<file path="config.mk">
export PLATFORM = sky130hd
export DESIGN_NAME = nearest_corner_pixel_finder
export DESIGN_NICKNAME = d
export VERILOG_FILES = /design/src/rtl/ncpf_pkg.sv /design/src/rtl/nearest_corner_pixel_finder.sv /design/src/rtl/ncpf_front.sv /design/src/rtl/ncpf_queue.sv /design/src/rtl/ncpf_back.sv
export SDC_FILE = /design/constraint.sdc
export NUM_CORES = 2
export LEC_CHECK = 0
export ABC_AREA = 1
export BUFFER_PORTS_ARGS = -buffer_cell sky130_fd_sc_hd__buf_2
export CAP_MARGIN = 10
export CORE_MARGIN = 2
export CORE_UTILIZATION = 43
export DETAILED_ROUTE_END_ITERATION = 16
export GPL_TIMING_DRIVEN = 0
export SYNTH_ARGS = -nofsm -noshare
export SYNTH_HDL_FRONTEND = slang
export SYNTH_SLANG_ARGS = --single-unit
</file>
<file path="constraint.sdc">
create_clock -name clk -period 26.6 [get_ports clk]
set_input_delay 3.99 -clock clk [delete_from_list [all_inputs] [get_ports clk]]
set_output_delay 3.99 -clock clk [all_outputs]
set_load 0.02 [all_outputs]
</file>
<file path="src/rtl/ncpf_pkg.sv">
// ----------------------------------------------------------------------------
// ncpf_pkg
// Shared types and constants for the nearest corner pixel finder.
// ----------------------------------------------------------------------------
package ncpf_pkg;

  localparam int MaxDim     = 1024;
  localparam int CoordW     = $clog2(MaxDim);
  localparam int DimW       = CoordW + 1;
  localparam int DistW      = 2 * CoordW + 2;
  localparam int CfgW       = 11;
  localparam int PixW       = 8;
  localparam int ThrW       = 8;
  localparam int NumCorners = 4;
  localparam int OutDataW   = ((2 * NumCorners * CoordW + 7) / 8) * 8;
  localparam int QueueDepth = 4;
  localparam int QueueAw    = $clog2(QueueDepth);

  localparam logic [CfgW-1:0] WidthReset     = CfgW'(640);
  localparam logic [CfgW-1:0] HeightReset    = CfgW'(480);
  localparam logic [ThrW-1:0] ThresholdReset = ThrW'(128);

  typedef enum logic [1:0] {
    RegWidth     = 2'd0,
    RegHeight    = 2'd1,
    RegThreshold = 2'd2
  } cfg_reg_t;

  typedef struct packed {
    logic [CfgW-1:0] width;
    logic [CfgW-1:0] height;
    logic [ThrW-1:0] threshold;
  } cfg_t;

  typedef struct packed {
    logic [CoordW-1:0] x;
    logic [CoordW-1:0] y;
    logic              fg;
    logic              last;
  } item_t;

  typedef struct packed {
    logic [CoordW-1:0] x;
    logic [CoordW-1:0] y;
  } point_t;

endpackage

</file>
<file path="src/rtl/nearest_corner_pixel_finder.sv">
// ----------------------------------------------------------------------------
// nearest_corner_pixel_finder
// Finds the foreground pixels nearest to the four frame corners.
// ----------------------------------------------------------------------------
// Takes one 8-bit pixel per beat in raster order; column and row are counted
// internally from frame_width. Pixels at or above pixel_threshold are tested
// against (0,0), (W,0), (0,H), (W,H) by squared distance; each corner keeps
// the nearest, earliest on ties. The beat with in_tlast closes the frame and
// yields one result beat with the four points and a found flag (all points 0
// when found is 0). Sustained rate is one pixel per clock while no earlier
// result is waiting on out_tready; a pixel is stored in a 4-entry queue,
// its distances are registered as it leaves, and the trackers and the
// result register update from that registered stage. While an earlier
// result is still held the closing pixel waits in the back end, the queue
// fills and in_tready drops after four more pixels. Write configuration
// only while no frame is in flight.
module nearest_corner_pixel_finder (
  input  logic                                 clk,
  input  logic                                 rst_n,
  input  logic                                 in_tvalid,
  output logic                                 in_tready,
  input  logic [ncpf_pkg::PixW-1:0]            in_tdata,   // pixel
  input  logic                                 in_tlast,   // frame_last
  output logic                                 out_tvalid,
  input  logic                                 out_tready,
  // top_left_x, top_left_y, top_right_x, top_right_y,
  // bottom_left_x, bottom_left_y, bottom_right_x, bottom_right_y
  output logic [ncpf_pkg::OutDataW-1:0]        out_tdata,
  output logic                                 out_tuser,  // found
  input  logic                                 cfg_we,
  input  logic [1:0]                           cfg_index,
  input  logic [ncpf_pkg::CfgW-1:0]            cfg_wdata
);

  ncpf_pkg::cfg_t   cfg_r;
  ncpf_pkg::item_t  push_item;
  ncpf_pkg::item_t  q_head;
  logic             push;
  logic             q_ready;
  logic             q_valid;
  logic             pop;

  always_ff @(posedge clk) begin
    if (!rst_n) begin
      cfg_r.width     <= ncpf_pkg::WidthReset;
      cfg_r.height    <= ncpf_pkg::HeightReset;
      cfg_r.threshold <= ncpf_pkg::ThresholdReset;
    end else if (cfg_we) begin
      unique case (ncpf_pkg::cfg_reg_t'(cfg_index))
        ncpf_pkg::RegWidth:     cfg_r.width     <= cfg_wdata;
        ncpf_pkg::RegHeight:    cfg_r.height    <= cfg_wdata;
        ncpf_pkg::RegThreshold: cfg_r.threshold <= cfg_wdata[ncpf_pkg::ThrW-1:0];
        default: ;
      endcase
    end
  end

  assign in_tready = q_ready;

  ncpf_front u_front (
    .clk      (clk),
    .rst_n    (rst_n),
    .cfg      (cfg_r),
    .in_valid (in_tvalid),
    .in_pixel (in_tdata),
    .in_last  (in_tlast),
    .q_ready  (q_ready),
    .push     (push),
    .item     (push_item)
  );

  ncpf_queue u_queue (
    .clk       (clk),
    .rst_n     (rst_n),
    .push      (push),
    .push_item (push_item),
    .ready     (q_ready),
    .pop       (pop),
    .valid     (q_valid),
    .head      (q_head)
  );

  ncpf_back u_back (
    .clk       (clk),
    .rst_n     (rst_n),
    .cfg       (cfg_r),
    .q_valid   (q_valid),
    .q_head    (q_head),
    .pop       (pop),
    .out_valid (out_tvalid),
    .out_ready (out_tready),
    .out_data  (out_tdata),
    .out_found (out_tuser)
  );

endmodule

</file>
<file path="src/rtl/ncpf_front.sv">
// ----------------------------------------------------------------------------
// ncpf_front
// Accepts pixels, tracks raster position and tags foreground pixels.
// ----------------------------------------------------------------------------
module ncpf_front (
  input  logic                          clk,
  input  logic                          rst_n,
  input  ncpf_pkg::cfg_t                cfg,
  input  logic                          in_valid,
  input  logic [ncpf_pkg::PixW-1:0]     in_pixel,
  input  logic                          in_last,
  input  logic                          q_ready,
  output logic                          push,
  output ncpf_pkg::item_t               item
);

  logic [ncpf_pkg::CoordW-1:0] x_r, x_nxt;
  logic [ncpf_pkg::CoordW-1:0] y_r, y_nxt;
  logic [ncpf_pkg::DimW-1:0]   x_plus;
  logic [ncpf_pkg::DimW-1:0]   y_plus;
  logic                        row_wrap;

  assign push   = in_valid && q_ready;
  assign x_plus = {1'b0, x_r} + ncpf_pkg::DimW'(1);
  assign y_plus = {1'b0, y_r} + ncpf_pkg::DimW'(1);
  assign row_wrap = (32'(x_plus) >= 32'(cfg.width)) || (32'(x_plus) >= ncpf_pkg::MaxDim);

  assign item.x    = x_r;
  assign item.y    = y_r;
  assign item.fg   = (in_pixel >= cfg.threshold);
  assign item.last = in_last;

  always_comb begin
    x_nxt = x_r;
    y_nxt = y_r;
    if (push) begin
      if (in_last) begin
        x_nxt = '0;
        y_nxt = '0;
      end else if (row_wrap) begin
        x_nxt = '0;
        y_nxt = (32'(y_plus) >= ncpf_pkg::MaxDim) ? '0 : y_plus[ncpf_pkg::CoordW-1:0];
      end else begin
        x_nxt = x_plus[ncpf_pkg::CoordW-1:0];
      end
    end
  end

  always_ff @(posedge clk) begin
    if (!rst_n) begin
      x_r <= '0;
      y_r <= '0;
    end else begin
      x_r <= x_nxt;
      y_r <= y_nxt;
    end
  end

endmodule

</file>
<file path="src/rtl/ncpf_queue.sv">
// ----------------------------------------------------------------------------
// ncpf_queue
// Short FIFO between the pixel front end and the tracker back end.
// ----------------------------------------------------------------------------
module ncpf_queue (
  input  logic            clk,
  input  logic            rst_n,
  input  logic            push,
  input  ncpf_pkg::item_t push_item,
  output logic            ready,
  input  logic            pop,
  output logic            valid,
  output ncpf_pkg::item_t head
);

  ncpf_pkg::item_t                mem_r [ncpf_pkg::QueueDepth];
  logic [ncpf_pkg::QueueAw-1:0]   wr_ptr_r, wr_ptr_nxt;
  logic [ncpf_pkg::QueueAw-1:0]   rd_ptr_r, rd_ptr_nxt;
  logic [ncpf_pkg::QueueAw:0]     count_r, count_nxt;

  assign ready = (32'(count_r) < ncpf_pkg::QueueDepth);
  assign valid = (count_r != '0);
  assign head  = mem_r[rd_ptr_r];

  always_comb begin
    wr_ptr_nxt = push ? wr_ptr_r + ncpf_pkg::QueueAw'(1) : wr_ptr_r;
    rd_ptr_nxt = pop ? rd_ptr_r + ncpf_pkg::QueueAw'(1) : rd_ptr_r;
    count_nxt  = count_r;
    if (push && !pop) begin
      count_nxt = count_r + (ncpf_pkg::QueueAw+1)'(1);
    end else if (!push && pop) begin
      count_nxt = count_r - (ncpf_pkg::QueueAw+1)'(1);
    end
  end

  always_ff @(posedge clk) begin
    if (push) begin
      mem_r[wr_ptr_r] <= push_item;
    end
  end

  always_ff @(posedge clk) begin
    if (!rst_n) begin
      wr_ptr_r <= '0;
      rd_ptr_r <= '0;
      count_r  <= '0;
    end else begin
      wr_ptr_r <= wr_ptr_nxt;
      rd_ptr_r <= rd_ptr_nxt;
      count_r  <= count_nxt;
    end
  end

endmodule

</file>
<file path="src/rtl/ncpf_back.sv">
// ----------------------------------------------------------------------------
// ncpf_back
// Squared distances to the four corners, per-corner best tracking and the
// result register.
// ----------------------------------------------------------------------------
module ncpf_back (
  input  logic                            clk,
  input  logic                            rst_n,
  input  ncpf_pkg::cfg_t                  cfg,
  input  logic                            q_valid,
  input  ncpf_pkg::item_t                 q_head,
  output logic                            pop,
  output logic                            out_valid,
  input  logic                            out_ready,
  output logic [ncpf_pkg::OutDataW-1:0]   out_data,
  output logic                            out_found
);

  localparam int Nc = ncpf_pkg::NumCorners;
  localparam int Cw = ncpf_pkg::CoordW;

  logic [ncpf_pkg::DimW-1:0]    cw, ch;
  logic [ncpf_pkg::DimW-1:0]    hx, hy;
  logic [ncpf_pkg::DimW-1:0]    dx [Nc];
  logic [ncpf_pkg::DimW-1:0]    dy [Nc];
  logic [2*ncpf_pkg::DimW-1:0]  sqx [Nc];
  logic [2*ncpf_pkg::DimW-1:0]  sqy [Nc];
  logic [2*ncpf_pkg::DimW:0]    dsum [Nc];

  logic                         s1_valid_r, s1_valid_nxt;
  ncpf_pkg::item_t              s1_item_r;
  logic [ncpf_pkg::DistW-1:0]   s1_dist_r [Nc];

  logic [ncpf_pkg::DistW-1:0]   best_dist_r [Nc];
  logic [ncpf_pkg::DistW-1:0]   best_dist_nxt [Nc];
  ncpf_pkg::point_t             best_pt_r [Nc];
  ncpf_pkg::point_t             best_pt_nxt [Nc];
  logic                         any_seen_r, any_seen_nxt;

  logic                         out_valid_r, out_valid_nxt;
  logic [ncpf_pkg::OutDataW-1:0] out_data_r;
  logic                         out_found_r;

  logic                         take;
  logic                         upd;
  logic [ncpf_pkg::OutDataW-1:0] res_data;

  assign cw = (32'(cfg.width) > ncpf_pkg::MaxDim) ? ncpf_pkg::DimW'(ncpf_pkg::MaxDim)
                                                  : ncpf_pkg::DimW'(cfg.width);
  assign ch = (32'(cfg.height) > ncpf_pkg::MaxDim) ? ncpf_pkg::DimW'(ncpf_pkg::MaxDim)
                                                   : ncpf_pkg::DimW'(cfg.height);
  assign hx = {1'b0, q_head.x};
  assign hy = {1'b0, q_head.y};

  // corner k: bit 0 selects right edge, bit 1 selects bottom edge
  always_comb begin
    for (int k = 0; k < Nc; k++) begin
      if (k % 2 == 1) begin
        dx[k] = (hx > cw) ? hx - cw : cw - hx;
      end else begin
        dx[k] = hx;
      end
      if (k / 2 == 1) begin
        dy[k] = (hy > ch) ? hy - ch : ch - hy;
      end else begin
        dy[k] = hy;
      end
      sqx[k]  = (2*ncpf_pkg::DimW)'(dx[k]) * (2*ncpf_pkg::DimW)'(dx[k]);
      sqy[k]  = (2*ncpf_pkg::DimW)'(dy[k]) * (2*ncpf_pkg::DimW)'(dy[k]);
      dsum[k] = {1'b0, sqx[k]} + {1'b0, sqy[k]};
    end
  end

  assign take = !s1_item_r.last || !out_valid_r || out_ready;
  assign upd  = s1_valid_r && take;
  assign pop  = q_valid && (!s1_valid_r || take);

  always_comb begin
    s1_valid_nxt = s1_valid_r;
    if (pop) begin
      s1_valid_nxt = 1'b1;
    end else if (upd) begin
      s1_valid_nxt = 1'b0;
    end
  end

  always_comb begin
    any_seen_nxt = any_seen_r || s1_item_r.fg;
    for (int k = 0; k < Nc; k++) begin
      best_dist_nxt[k] = best_dist_r[k];
      best_pt_nxt[k]   = best_pt_r[k];
      if (s1_item_r.fg && (!any_seen_r || s1_dist_r[k] < best_dist_r[k])) begin
        best_dist_nxt[k] = s1_dist_r[k];
        best_pt_nxt[k].x = s1_item_r.x;
        best_pt_nxt[k].y = s1_item_r.y;
      end
    end
  end

  always_comb begin
    res_data = '0;
    for (int k = 0; k < Nc; k++) begin
      res_data[2*k*Cw +: Cw]     = best_pt_nxt[k].x;
      res_data[(2*k+1)*Cw +: Cw] = best_pt_nxt[k].y;
    end
  end

  always_comb begin
    out_valid_nxt = out_valid_r;
    if (upd && s1_item_r.last) begin
      out_valid_nxt = 1'b1;
    end else if (out_ready) begin
      out_valid_nxt = 1'b0;
    end
  end

  always_ff @(posedge clk) begin
    if (pop) begin
      s1_item_r <= q_head;
      for (int k = 0; k < Nc; k++) begin
        s1_dist_r[k] <= dsum[k][ncpf_pkg::DistW-1:0];
      end
    end
    if (upd && s1_item_r.last) begin
      out_data_r  <= res_data;
      out_found_r <= any_seen_nxt;
    end
  end

  always_ff @(posedge clk) begin
    if (!rst_n) begin
      s1_valid_r  <= 1'b0;
      out_valid_r <= 1'b0;
      any_seen_r  <= 1'b0;
      for (int k = 0; k < Nc; k++) begin
        best_dist_r[k] <= '1;
        best_pt_r[k]   <= '0;
      end
    end else begin
      s1_valid_r  <= s1_valid_nxt;
      out_valid_r <= out_valid_nxt;
      if (upd) begin
        if (s1_item_r.last) begin
          any_seen_r <= 1'b0;
          for (int k = 0; k < Nc; k++) begin
            best_dist_r[k] <= '1;
            best_pt_r[k]   <= '0;
          end
        end else begin
          any_seen_r <= any_seen_nxt;
          for (int k = 0; k < Nc; k++) begin
            best_dist_r[k] <= best_dist_nxt[k];
            best_pt_r[k]   <= best_pt_nxt[k];
          end
        end
      end
    end
  end

  assign out_valid = out_valid_r;
  assign out_data  = out_data_r;
  assign out_found = out_found_r;

endmodule
</file>
# ---- After elaboration in Yosys (flattened, before gate mapping)
# Memories as Yosys holds them, arrays and structs flattened. A register that Yosys moved wholly into a read port is not among the register bits.
# Cells that the tools add are included.
dict set report op_classes {
  addsub 14
  mul 4
  order_cmp 13
  eq_ne 2
  mux 55
  bitwise_logic 16
  reduce_logical 35
}
# op n
set ops {}
lappend ops {{$mux 22} 12}
lappend ops {{$mux 20} 12}
lappend ops {{$add 22x22->22} 4}
lappend ops {{$lt 22x22->1} 4}
lappend ops {{$mux 10} 5}
lappend ops {{$mul 11x11->22} 2}
lappend ops {{$mux 11} 4}
lappend ops {{$mul 10x10->20} 2}
lappend ops {{$add 10x1->11 const B} 2}
lappend ops {{$ge 11x11->1 const B} 2}
lappend ops {{$gt 10x11->1} 2}
lappend ops {{$gt 11x11->1 const B} 2}
lappend ops {{$sub 10x11->11} 2}
lappend ops {{$sub 11x10->11} 2}
lappend ops {{$mux 1} 18}
lappend ops {{$or 1x1->1} 16}
lappend ops {{$ge 11x11->1} 1}
lappend ops {{$logic_and 1x1->1} 10}
lappend ops {{$logic_or 1x1->1} 9}
lappend ops {{$ge 8x8->1} 1}
lappend ops {{$reduce_and 2->1} 4}
lappend ops {{$reduce_bool 2->1} 4}
lappend ops {{$logic_not 1->1} 6}
lappend ops {{$mux 3} 2}
lappend ops {{other kinds (9)} 11}
dict set report word_totals {
  reg_bits 163
  ramBits 344
  inputBits 27
  elab_cells 160
  memories 4
}
# name depth width read_ports rd_ports_with_merged_regs write_ports line
set mem_list {}
lappend mem_list {u_back.best_dist_r 4 22 4 0 4 ncpf_back.sv:34} ;# logic [ncpf_pkg::DistW-1:0] best_dist_r [Nc];
lappend mem_list {u_back.s1_dist_r 4 22 4 0 4 ncpf_back.sv:32} ;# logic [ncpf_pkg::DistW-1:0] s1_dist_r [Nc];
lappend mem_list {u_queue.mem_r 4 22 1 1 1 ncpf_queue.sv:16} ;# ncpf_pkg::item_t mem_r [ncpf_pkg::QueueDepth];
lappend mem_list {u_back.best_pt_r 4 20 4 0 4 ncpf_back.sv:36} ;# ncpf_pkg::point_t best_pt_r [Nc];

# ---- Depth between registers and ports, before layout
dict set report logic_depth {
  depth_word 9
  mapped_depth 53
  mapped_depth_nobuf 49
}

# ---- By module
# Synthesis repeated with hierarchy kept, for this count alone.
dict set report hier_totals {
  cells_unflattened 4688
  area_unflattened_um2 40311.2
}
# module instances cells_per_inst area_each_um2
set modules_own_cells {}
lappend modules_own_cells {ncpf_back 1 3964 33544.7}
lappend modules_own_cells {ncpf_queue 1 270 3731.1}
lappend modules_own_cells {ncpf_front 1 271 1744.2}
lappend modules_own_cells {nearest_corner_pixel_finder 1 183 1291.2}

# ---- Worst setup path before layout
# No wires, ideal clock.
dict set report synth_timing {
  kind {reg2reg}
  startpoint {register (tool-made name)}
  endpoint {memory u_back.s1_dist_r[2][20] in the netlist's numbering, data pin}
  setup_ns 0.271
  t_arrival_ns 8.724
  setup_slack_ns 17.604
  stages_incl_launch_ff 44
  path_cell_list {dfxtp_1 > buf_4 > buf_2 > buf_1 > nand2_1 > a32oi_1 > clkinv_1 > ha_1 > buf_2 > nand2_1 > inv_1 > nand2_1 > nor2_1 > nand2_1 > nand3_1 > nand2_2 > buf_6 > o21ai_0 > (+8 left out) > fa_1 > inv_1 > fa_1 > inv_1 > ha_1 > nand2_1 > nor2_1 > nand3_1 > o2111ai_1 > a21boi_0 > o21ai_0 > xor2_1 > ha_1 > inv_1 > nor3_1 > nand2_1 > o311ai_0 > xor2_1}
}
# item line
set synth_lines {}
lappend synth_lines {{to (decl)} ncpf_back.sv:32}

==> summary.txt <==
Clock network
  • Worst-path clk slew: 0.06 ns
  • H-tree depth: 2
  • Longest Clk Path Bufs: 3
  • # clock sinks: 508
  • Post-CTS setup buffer count: 0
  • Hold buffers post-CTS: 0
  • Clk root buf: clkbuf_16
  • Post_cts resized: 0
  • Clock latency on the worst-skew pair: 0.64 ns
  • Total CTS buffers: 54
  • TritonCTS clock tree: done

Place
  • HPWL after detailed placement: 81200 µm
  • GP Congestion: 0.931
  • Dpl cell area: 42000 µm²
  • Port bufs: 108
  • Post-Place Setup Slack: 14.47 ns

Logic synthesis
  • Post-synth EDFFs: 404
  • Mapped Cells: 4582
  • Synth unique cells: 57
  • Seq cells post-synth: 508
  • Async SR Flop Fraction: 0%
  • Post-Syn Area per Cell: 8.68 µm²
  • Synthesis Warnings: 0
  • Main synth FF type: edfxtp_1
  • Syn Nets: 5257
  • Syn Std Cell Area: 39700 µm²
  • Fraction of the yosys area taken by sequential cells: 35.8%

Drt
  • Wire per inst: 17.0 µm
  • Post-route antenna net violation count: 0
  • DRC viols: 0
  • DRT iter0 DRCs: 1956
  • Vias per cell: 5.08
  • Post-Route WL: 102000 µm
  • Vias: 30400
  • 1st-pass router iterations: 7

Critical path
  • CP Data Required Time: 26.93 ns
  • R2r endpoint: u_back.s1_dist_r[2][20]$_DFFE_PP_
  • CP max stage delay: 0.97 ns
  • CP arrival: 12.59 ns
  • FF-to-FF path depth: 43
  • CP dominant cell by count: inv_1
  • Top delay family on crit path: adder cells
  • WP buf/inv: 14
  • R2R Setup Slk: 14.33 ns
  • Startpoint type of the worst setup path: register
  • Critical path fanouts, max: 10
  • Crit end category: register
  • Slowest-stage cell, CP: a32oi_1
  • Crit Path Category: reg2reg

Timing
  • RSZ-0062 raised after global routing: no
  • Layout Skew: 0.0412 ns
  • Fin. max-slew vios: 0
  • Final Worst Setup Slack: 14.33 ns
  • Crit path time final: 12.27 ns
  • Least-Margin Pin Slew: 1.27 ns
  • Setup TNS Final: 0 ns
  • Final Cycle Share: 46.1%
  • Rel. slew slack: 15.4%
  • Final Hold Violating Endpoints: 0
  • Fmax: 81.5 MHz
  • Setup violators final: 0

Run
  • Max-cap violations: 0

Floorplanning
  • Die width: 308 µm
  • Die area: 94900 µm²
  • I/O pin total: 110
  • # rows: 111
  • Core Box Area: 91700 µm²
  • Die Y: 308 µm
  • Starting Density: 43.4%

Layout
  • Most frequent cells in the layout: nand2_1, inv_1, nor2_1, ha_1, edfxtp_1
  • Post-route cell area: 43800 µm²
  • Nets: 5429
  • Fraction of layout cells with a size suffix above 1: 6.73%
  • Area delta synth->final: 10.1%
  • Fin util: 47.7%
  • Most common cell after layout, fill and taps aside: nand2_1
  • Filler Cell Count: 8894

Global route
  • Number of global-route vias before repair: 29200
  • Largest net degree at the start of global routing: 77
  • Total Routing Usage GR: 21.6%
  • Total grt overflow: 0
  • First-pass GRT wire length: 161000 µm
  • Antenna violations before repair: 2

Hold path
  • Hold WC Path Type: reg2reg
  • Hold Crit Depth: 2
  • Hold Startpoint: u_back.best_dist_r[2][17]$_SDFFE_PP1P_
  • Hold Path End: u_back.best_dist_r[2][17]$_SDFFE_PP1P_

Run status
  • Status: complete, no violations
==> registers in the layout, summed over array words and instances, names as in the netlist, 3 cells and up, named ones only <==
register and flops:
cfg_r 30, u_back.best_dist_r 88, u_back.best_pt_r 80, u_back.out_data 80, u_back.s1_dist_r 87, u_back.s1_item_r 22
u_front.x_r 10, u_front.y_r 10, u_queue.count_r 3, u_queue.mem_r 88
==> Yosys cell counts (all sizes together), types with 3 or more instances <==
| cell type | number | area, µm² |
|---|---|---|
| fa | 227 | 4540 |
| dfxtp | 104 | 2080 |
| or2 | 65 | 407 |
| o31ai | 9 | 67.6 |
| and2 | 21 | 131 |
| o21a | 5 | 37.5 |
| o21bai | 17 | 128 |
| o21ai | 159 | 800 |
| mux2i | 4 | 52.6 |
| nor2 | 427 | 1610 |
| o2111ai | 3 | 26.3 |
| clkinv | 7 | 26.3 |
| a21boi | 7 | 52.6 |
| ha | 421 | 5270 |
| buf | 24 | 128 |
| a32oi | 12 | 105 |
| a31oi | 16 | 100 |
| a211oi | 5 | 37.5 |
| a21o | 25 | 188 |
| a21oi | 295 | 1480 |
| nand3b | 5 | 37.5 |
| nand2 | 849 | 3190 |
| nor4 | 7 | 43.8 |
| nor3 | 28 | 140 |
| nand4 | 37 | 231 |
| nand3 | 243 | 1220 |
| xnor2 | 54 | 473 |
| xor2 | 133 | 1250 |
| edfxtp | 404 | 12100 |
| clkbuf | 82 | 313 |
| inv | 855 | 3210 |
| o211ai | 16 | 120 |
==> kinds of logic after synthesis <==
group	share of synthesized area [%]
DFF	35.8
buffers and inverters	9.25
muxes	0.132
and+or+nand+nor	17.7
other	0.0189
adders and majority gates	24.7
xor gates and xnor gates	4.34
AOI/OAI and AO/OA	8.11
==> tightest hold or removal path, stage by stage (launching register included) <==
cell and delay, ns:
dfxtp_1 0.32, nand2_1 0.05, nand3_1 0.05
==> metrics by stage <==
| step | std cells | hold slack (ns) |
|---|---|---|
| 3_5_place_dp | 5884 | 0.442 |
| 5_1_grt | 5986 | 0.478 |
| 4_1_cts | 5986 | 0.457 |
| 3_3_place_gp | 5876 | 0.438 |
| 2_1_floorplan | 4582 | 0.429 |
| 6_report | 5987 | 0.455 |
==> metal layers <==
metal,vias up,wire [µm],GRT usage [%]
met1,14400,47400,30.4
met5,-,0,0
li1,15200,-,-
met3,120,5160,2.45
met4,0,2570,5.83
met2,722,46700,35.4
==> cell type report <==
cell class	count	area [µm²]	area share [%]
Antenna cell	1	2.50	0.00572
Buffer	106	440	1.01
Clock buffer	64	1430	3.27
Clock inverter	38	379	0.866
Inverter	862	3240	7.40
Multi-Input combinational cell	3106	21900	50.0
Sequential cell	508	14200	32.5
Tap cell	1186	1480	3.39
Timing Repair Buffer	116	686	1.57
==> worst max path at each step <==
stage / startpoint / endpoint / slack [ns] / cells after the start
floorplan: register / u_back.s1_dist_r[2][20]$_DFFE_PP_ / 17.60 / 43
global placement: register / u_back.s1_dist_r[2][20]$_DFFE_PP_ / 14.51 / 43
detailed placement: register / u_back.s1_dist_r[2][20]$_DFFE_PP_ / 14.47 / 43
CTS: register / u_back.s1_dist_r[2][20]$_DFFE_PP_ / 14.36 / 43
global route: register / u_back.s1_dist_r[2][20]$_DFFE_PP_ / 13.53 / 43
finish: register / u_back.s1_dist_r[2][20]$_DFFE_PP_ / 14.33 / 43
Power is left out: the tool's default activity adds up to more than one toggle a clock period on the data nets, which glitch-free logic cannot reach.
